## src/smpq_pkg.sv

```systemverilog
// ----------------------------------------------------------------------------
// smpq_pkg
// Shared types and constants for the sorted min priority queue.
// ----------------------------------------------------------------------------
package smpq_pkg;

  localparam int DEPTH = 32;
  localparam int KEY_W = 8;
  localparam int CAP_W = 6;
  localparam int OCC_W = 6;
  localparam int CNT_W = $clog2(DEPTH + 1);
  localparam int CMP_W = (CNT_W > CAP_W) ? CNT_W : CAP_W;
  localparam logic [CAP_W-1:0] CAP_RESET = CAP_W'(32);

  typedef logic signed [KEY_W-1:0] key_t;

  typedef enum logic {
    MODE_INSERT = 1'b0,
    MODE_REMOVE = 1'b1
  } mode_t;

  typedef enum logic [1:0] {
    ST_INSERTED     = 2'd0,
    ST_REMOVED      = 2'd1,
    ST_REFUSED_FULL = 2'd2,
    ST_REFUSED_EMPTY = 2'd3
  } status_t;

  typedef struct packed {
    logic       mode;
    key_t       key_in;
  } in_item_t;

  typedef struct packed {
    logic [1:0]       status;
    key_t             key_out;
    logic [OCC_W-1:0] occupancy;
  } out_item_t;

  typedef struct packed {
    logic insert;
    logic remove;
    key_t key;
  } cell_ctl_t;

endpackage

```

## src/sorted_min_priority_queue.sv

```systemverilog
// ----------------------------------------------------------------------------
// sorted_min_priority_queue
// Bounded min priority queue of signed 8-bit keys held in a row of cells
// kept in ascending order, smallest key at the head.
// ----------------------------------------------------------------------------
//  port group     direction  handshake               payload
//  item           in         item_valid/item_stall   in_item_t
//  result         out        result_valid/result_stall out_item_t
//  cfg            in         cfg_we                  capacity
//
//  one item per cycle unless stalled; all cells compare to the key in parallel
//  result appears in the cycle after the item is taken, from an output register
//  an item is taken while the output register is empty or being drained
//  reset clears occupancy, capacity returns to 32; no clearing pass
// ----------------------------------------------------------------------------
module sorted_min_priority_queue (
  input  logic                        clk,
  input  logic                        rst,
  input  logic                        item_valid,
  output logic                        item_stall,
  input  smpq_pkg::in_item_t          item,
  output logic                        result_valid,
  input  logic                        result_stall,
  output smpq_pkg::out_item_t         result,
  input  logic                        cfg_we,
  input  logic [smpq_pkg::CAP_W-1:0]  cfg_data
);

  logic [smpq_pkg::CAP_W-1:0] capacity;
  logic [smpq_pkg::CNT_W-1:0] count;
  logic [smpq_pkg::CNT_W-1:0] count_next;
  smpq_pkg::out_item_t        result_next;
  smpq_pkg::cell_ctl_t        ctl;
  smpq_pkg::key_t             keys [smpq_pkg::DEPTH];
  logic [smpq_pkg::DEPTH-1:0] gts;
  logic [smpq_pkg::DEPTH-1:0] occ;
  logic                       accept;
  logic                       full;
  logic                       empty;

  assign item_stall = result_valid && result_stall;
  assign accept     = item_valid && !item_stall;

  assign full  = (smpq_pkg::CMP_W'(count) >= smpq_pkg::CMP_W'(capacity)) ||
                 (count >= smpq_pkg::CNT_W'(smpq_pkg::DEPTH));
  assign empty = (count == '0);

  always_comb begin
    ctl.insert  = accept && (item.mode == smpq_pkg::MODE_INSERT) && !full;
    ctl.remove  = accept && (item.mode == smpq_pkg::MODE_REMOVE) && !empty;
    ctl.key     = item.key_in;
    count_next  = count;
    result_next.key_out = '0;
    if (item.mode == smpq_pkg::MODE_INSERT) begin
      if (full) begin
        result_next.status = smpq_pkg::ST_REFUSED_FULL;
      end else begin
        result_next.status = smpq_pkg::ST_INSERTED;
        count_next = count + 1'b1;
      end
    end else begin
      if (empty) begin
        result_next.status = smpq_pkg::ST_REFUSED_EMPTY;
      end else begin
        result_next.status = smpq_pkg::ST_REMOVED;
        result_next.key_out = keys[0];
        count_next = count - 1'b1;
      end
    end
    result_next.occupancy = smpq_pkg::OCC_W'(count_next);
  end

  always_ff @(posedge clk) begin
    if (rst) begin
      capacity     <= smpq_pkg::CAP_RESET;
      count        <= '0;
      result_valid <= 1'b0;
    end else begin
      if (cfg_we) begin
        capacity <= cfg_data;
      end
      if (accept) begin
        count        <= count_next;
        result_valid <= 1'b1;
      end else if (!result_stall) begin
        result_valid <= 1'b0;
      end
    end
  end

  always_ff @(posedge clk) begin
    if (accept) begin
      result <= result_next;
    end
  end

  for (genvar g = 0; g < smpq_pkg::DEPTH; g++) begin : g_cell
    smpq_pkg::key_t lk;
    smpq_pkg::key_t rk;
    logic           lg;

    assign occ[g] = (count > smpq_pkg::CNT_W'(g));

    if (g == 0) begin : g_head
      assign lk = item.key_in;
      assign lg = 1'b0;
    end else begin : g_body
      assign lk = keys[g-1];
      assign lg = gts[g-1];
    end

    if (g == smpq_pkg::DEPTH - 1) begin : g_tail
      assign rk = keys[g];
    end else begin : g_inner
      assign rk = keys[g+1];
    end

    smpq_cell u_cell (
      .clk       (clk),
      .ctl       (ctl),
      .occupied  (occ[g]),
      .left_key  (lk),
      .left_gt   (lg),
      .right_key (rk),
      .key       (keys[g]),
      .gt        (gts[g])
    );
  end

endmodule

```

## src/smpq_cell.sv

```systemverilog
// ----------------------------------------------------------------------------
// smpq_cell
// One slot of the sorted store: holds a key, shifts toward the head on
// remove and toward the tail on insert past a larger key.
// ----------------------------------------------------------------------------
module smpq_cell (
  input  logic              clk,
  input  smpq_pkg::cell_ctl_t ctl,
  input  logic              occupied,
  input  smpq_pkg::key_t    left_key,
  input  logic              left_gt,
  input  smpq_pkg::key_t    right_key,
  output smpq_pkg::key_t    key,
  output logic              gt
);

  // empty slots count as larger than any key
  assign gt = !occupied || (key > ctl.key);

  always_ff @(posedge clk) begin
    if (ctl.insert && gt) begin
      key <= left_gt ? left_key : ctl.key;
    end else if (ctl.remove) begin
      key <= right_key;
    end
  end

endmodule
```

## config.mk

```make
export PLATFORM = sky130hd
export DESIGN_NAME = sorted_min_priority_queue
export DESIGN_NICKNAME = d
export VERILOG_FILES = /design/src/smpq_pkg.sv /design/src/sorted_min_priority_queue.sv /design/src/smpq_cell.sv
export SDC_FILE = /design/constraint.sdc
export NUM_CORES = 1
export LEC_CHECK = 0
export ABC_AREA = 1
export ABC_CLOCK_PERIOD_IN_PS = 5110
export BUFFER_PORTS_ARGS = -buffer_cell sky130_fd_sc_hd__buf_2
export CAP_MARGIN = 30
export CORE_MARGIN = 2
export CORE_UTILIZATION = 30
export CTS_CLUSTER_DIAMETER = 60
export DETAILED_ROUTE_END_ITERATION = 12
export SKIP_LAST_GASP = 1
export SYNTH_ARGS = -nofsm -noshare
export SYNTH_HDL_FRONTEND = slang
export SYNTH_SLANG_ARGS = --single-unit
```

## constraint.sdc

```tcl
create_clock -name clk -period 5.11 [get_ports clk]
set_clock_uncertainty 0.1 [all_clocks]
set_input_delay 1.022 -clock clk [delete_from_list [all_inputs] [get_ports clk]]
set_output_delay 1.022 -clock clk [all_outputs]
set_load 0.01 [all_outputs]
```

**Yosys cells after proc, flatten, opt, wreduce, memory -nomap -nowiden**

Cells that the tools add are included.

- $add $sub $neg: 2
- Bitwise gates (word level): 1
- Equality and inequality tests: 1
- Reductions and logical operators: 139
- Muxes and demuxes: 101
- $lt $le $gt $ge: 66

Operators by type and width:

| operator | count |
|---|---|
| 2-to-1 mux 8 bit | 93 |
| > comparator 8 bit | 32 |
| > comparator 6 x 5 -> 1 bit (second input constant) | 16 |
| nonzero test 2 bit | 31 |
| > comparator 6 x 4 -> 1 bit (second input constant) | 8 |
| logical AND 1 bit | 38 |
| logical NOT 1 bit | 35 |
| logical OR 1 bit | 33 |
| > comparator 6 x 3 -> 1 bit (second input constant) | 4 |
| 2-to-1 mux 6 bit | 3 |
| > comparator 6 x 1 -> 1 bit (second input constant) | 2 |
| > comparator 6 x 2 -> 1 bit (second input constant) | 2 |
| adder 6 x 1 -> 6 bit (second input constant) | 1 |
| >= comparator 6 bit | 1 |
| >= comparator 6 bit (second input constant) | 1 |
| logical NOT 6 bit | 1 |
| 2-to-1 mux 2 bit | 3 |
| subtractor 6 x 1 -> 6 bit (second input constant) | 1 |
| 2-to-1 mux 1 bit | 2 |
| inequality test 2 x 1 -> 1 bit (second input constant) | 1 |
| OR reduction 2 bit | 1 |
| NOT 1 bit | 1 |

- Output and inout port bits: 18
- Logic and storage cells: 348
- Input port bits: 20
- Register bits: 285

**Logic depth before layout (Yosys ltp)**

- Depth in word-level cells: 7
- Mapped depth: 17

**Modules after synthesis**

A second synthesis with hierarchy kept.

- Cells, all modules: 3248
- Area, all modules: 24038.1 sq um

Modules (own cells, without submodules):

| module | cells an instance | sequential area each (sq um) | area each (sq um) | instances |
|---|---|---|---|---|
| smpq_cell | 93 | 240.2 | 689.4 | 32 |
| sorted_min_priority_queue | 272 | 740.7 | 1976.9 | 1 |

**Worst setup path after synthesis**

Ideal clock, no wire load.

- Kind: input port to flip-flop
- Start: in item[7] in the netlist's numbering
- End: reg g_cell[0].u_cell.key[0], enable pin
- Setup slack: 0.812 ns
- Data arrival time: 3.869 ns
- Stages: 12
- Cells stage by stage: clkbuf_1 > clkinv_1 > ha_1 > a21o_1 > nor2_1 > nand2_1 > nand2_1 > nand3_1 > nand2_2 > nand2_1 > buf_2 > nand2_1

- Cells in the longest elaborated chain, start to end: 4

Ends and longest elaborated chain:

| element | RTL line | text |
|---|---|---|
| start: declaration | sorted_min_priority_queue.sv:21 | `input smpq_pkg::in_item_t item,` |
| > comparator 8 bit | smpq_cell.sv:18 | `assign gt = !occupied \|\| (key > ctl.key);` |
| logical OR 1 bit | smpq_cell.sv:18 |  |
| logical AND 1 bit | smpq_cell.sv:21 | `if (ctl.insert && gt) begin` |
| nonzero test 2 bit (no line) | n/a |  |
| end signal: assignment | smpq_cell.sv:22 | `key <= left_gt ? left_key : ctl.key;` |
| end signal: assignment | smpq_cell.sv:24 | `key <= right_key;` |
| end: declaration | smpq_cell.sv:13 | `output smpq_pkg::key_t key,` |

No other way between the ends.
A chain may end at the register's enable or synchronous reset.

**Worst setup path after layout**

- Start: reg count[0] in the netlist's numbering
- End: reg g_cell[26].u_cell.key[1], enable pin

- Cells in the longest elaborated chain, start to end: 6

Ends and longest elaborated chain:

| element | RTL line | text |
|---|---|---|
| start: declaration | sorted_min_priority_queue.sv:30 | `logic [smpq_pkg::CNT_W-1:0] count;` |
| start signal: assignment | sorted_min_priority_queue.sv:83 | `count <= count_next;` |
| >= comparator 6 bit (on tied branches) | sorted_min_priority_queue.sv:44, sorted_min_priority_queue.sv:45 |  |
| logical OR 1 bit | sorted_min_priority_queue.sv:44 | `assign full = (smpq_pkg::CMP_W'(count) >= smpq_pkg::CMP_W'(capacity)) \|\|` |
| logical NOT 1 bit | sorted_min_priority_queue.sv:49 | `ctl.insert = accept && (item.mode == smpq_pkg::MODE_INSERT) && !full;` |
| logical AND 1 bit | sorted_min_priority_queue.sv:49 |  |
| logical AND 1 bit | smpq_cell.sv:21 |  |
| nonzero test 2 bit (no line) * | n/a |  |
| end signal: assignment | smpq_cell.sv:22 |  |
| end signal: assignment | smpq_cell.sv:24 |  |
| end: declaration | smpq_cell.sv:13 |  |

Every way passes the cells marked *; elsewhere a longest branch is shown, timed or not.

==> flow_summary.toml <==
[routing]
num_vias = 20600
routedWlPerCell_um = 17.1
vias_per_cell = 4.94
routed_wl_mm = 71.4
first_iter_violations = 1708
postRouteAntennaNets = 0
dr.pass1.iters = 6
drcViolationCount = 0

[grt]
antenna_found_initial = 1
grt_usage = 0.180
grt_pass1_wl_mm = 109
grt_pass1_vias = 18800
grt-ovfl-total = 0
grt_max_degree = 41

[synthesis]
yosysSeqAreaShare = 0.371
synth_top_area_share = 0.360
async_flop_share = 0
synth.cell_area_um2 = 22700
synth_seq_cells = 285
yosys.area.top_type = "edfxtp_1"
synth-main-ff-cell = "edfxtp_1"
syn_avg_cell_area_um2 = 7.28
yosysWarnings = 0
synth_edf_count = 272
yosys-top-cells-area = "edfxtp_1 36%, nand2_1 25%, ha_1 14%"
synthDistinctLibCells = 51
synth_nets = 3397
syn_inst = 3120

[worst_setup_path]
critPathMaxStageDelay_ns = 0.58
worstPathRequired_ns = 5.24
crit_path_max_fanout = 18
endpoint_kind = "flop"
r2r-start = "count[0]"
cpLargestDelayFamily = "simple AND/OR/NAND/NOR gates"
crit_start = "count[0]"
cp_num_buf_inv = 5
path_cells = "inv_1, ha_1, inv_1, nor2_1, nand2_1, buf_4, nand2_1, inv_1, nand2_2, buf_12, nand2_1"
startpoint_type = "flop"
worst-endpoint-arrival_ns = 4.29
crit_type = "flop to flop"
cp_slowest_cell = "ha_1"

[die]
core-area_um2 = 74700
die_w_um = 279
start_util = 0.304
die-area_um2 = 77900
dieHeight_um = 279
ios = 38
num_rows = 100

[job]
max_cap_violations = 0

[place]
place.gp.congestion = 0.904
port-buffer-count = 37
post-place-ws_ns = 0.964
place_hpwl_mm = 49.5

[hold_path]
worstHoldStart = "result_valid"
hold_path.class = "flop to flop"

[sta]
maxSlewViolCount = 0
setup_slack_ns = 0.951
worst_pin_slew_ns = 0.881
fin_crit_sh = 0.814
setup_tns_ns = 0
fin_crit_ns = 4.16
rsz0062_at_grt = "no"
slew_headroom = 0.409
max_freq_mhz = 240
holdWs_ns = 0.378
hold_viol_final = 0
finalSetupViolCount = 0

[power]
switchingPower_mw = 3.26
clockPowerShare = 0.294
powerDensity_nw_per_um2 = 341
p_int_mw = 5.38
p_leak_nw = 13.1
ir_worst_vdd_mv = 0.205
pwr-share-comb = 0.315
power_frac_seq = 0.391
swShare = 0.377
power_mw = 8.64

[cells_and_area]
antenna_cells = 0
final_cell_mix = "1504 x nand2_1, 371 x nand3_1, 272 x edfxtp_1, 257 x ha_1, 235 x inv_1"
synthToLayoutAreaGrowth_pct = 11.4
drive_gt1_frac = 0.0775
final_common_cell = "nand2_1"
fin_nets = 3455

[run_status]
status = "finished, final reports clean"

[cts]
root_buffer = "clkbuf_16"
cts-resized-gates = 0
cts_max_level = 2
insertion_delay_ns = 0.57
clk_pin_slew_ns = 0.06
postCtsSetupBuffers = 0
cts_tree = "built"
numClockSinks = 285
holdBufCountCts = 0
cts_buffers = 36
clock_path_buffers = 3
## kinds of logic after synthesis
| family | count (synthesis) | synth area share |
|---|---|---|
| xor+xnor | 2 | 0.000771 |
| compound gates | 141 | 0.0406 |
| buf+inv | 334 | 0.0593 |
| fa+ha+maj | 257 | 0.142 |
| flops | 285 | 0.371 |
| mux | 1 | 0.000441 |
| simple gates | 2100 | 0.386 |
## layer usage
metal	up-vias	part of all wire	track usage
met4	2	0.026	0.0489
met2	720	0.45	0.292
li1	10400	-	-
met3	111	0.074	0.0280
met1	9419	0.45	0.249
met5	-	0.00013	0
## path summary, 6_finish.rpt
| check | slack, ns | end | depth (start not counted) |
|---|---|---|---|
| min reg2reg | 0.38 | result_valid | 2 |
| min | 0.38 | result_valid | 2 |
| max | 0.95 | g_cell[26].u_cell.key[1] | 11 |
| max reg2reg | 0.95 | g_cell[26].u_cell.key[1] | 11 |
## worst register-to-register path, cell delays in order, from the launching register on
cell     delay [ns]
dfxtp_1        0.44
inv_1          0.27
ha_1           0.58
inv_1          0.15
nor2_1         0.35
nand2_1        0.10
buf_4          0.19
nand2_1        0.38
inv_1          0.24
nand2_2        0.49
buf_12         0.28
nand2_1        0.27
## sequential cells by signal (all words and copies together), names as in the netlist
name / cells
g_cell.u_cell.key: 256
result: 16
capacity: 6
count: 6
result_valid: 1
## power groups by stage
stage          clock network, mW  registers [mW]  logic, mW
2_1_floorplan                  0            3.24       2.05
3_3_place_gp                   0            3.42       2.66
3_5_place_dp                   0            3.42       2.68
4_1_cts                     2.57            3.37       2.70
5_1_grt                     2.66            3.40       3.14
6_report                    2.54            3.38       2.72
## cells in the mapped netlist (3+ instances only)
cell,instances
a211oi_1,4
a21o_1,12
a21oi_1,72
a21oi_2,4
buf_2,4
buf_4,8
buf_8,3
clkbuf_1,26
clkinv_1,8
dfxtp_1,13
edfxtp_1,272
ha_1,257
inv_1,235
inv_2,42
inv_4,3
nand2_1,1505
nand2_2,26
nand2_4,26
nand3_1,371
nand3b_1,6
nand4_1,30
nor2_1,126
o21ai_0,26
o21ai_1,3
o21ai_2,4
## stage by stage
step	std cells	instance area, µm²	utilization
after detailed placement	4108	24100	0.323
after global placement	4108	24100	0.323
final	4171	25300	0.339
after global routing	4171	25300	0.339
after CTS	4170	25300	0.339
after floorplan	3120	22700	-
## layout make-up
type,instances,area (µm²)
fill,7906,49400
multi-input combinational,2501,12900
sequential,285,8430
tap,969,1210
inverter,289,1090
clock buffer,42,945
timing repair buffer,65,483
clock inverter,20,203
Power figures use the tool's default switching activity.
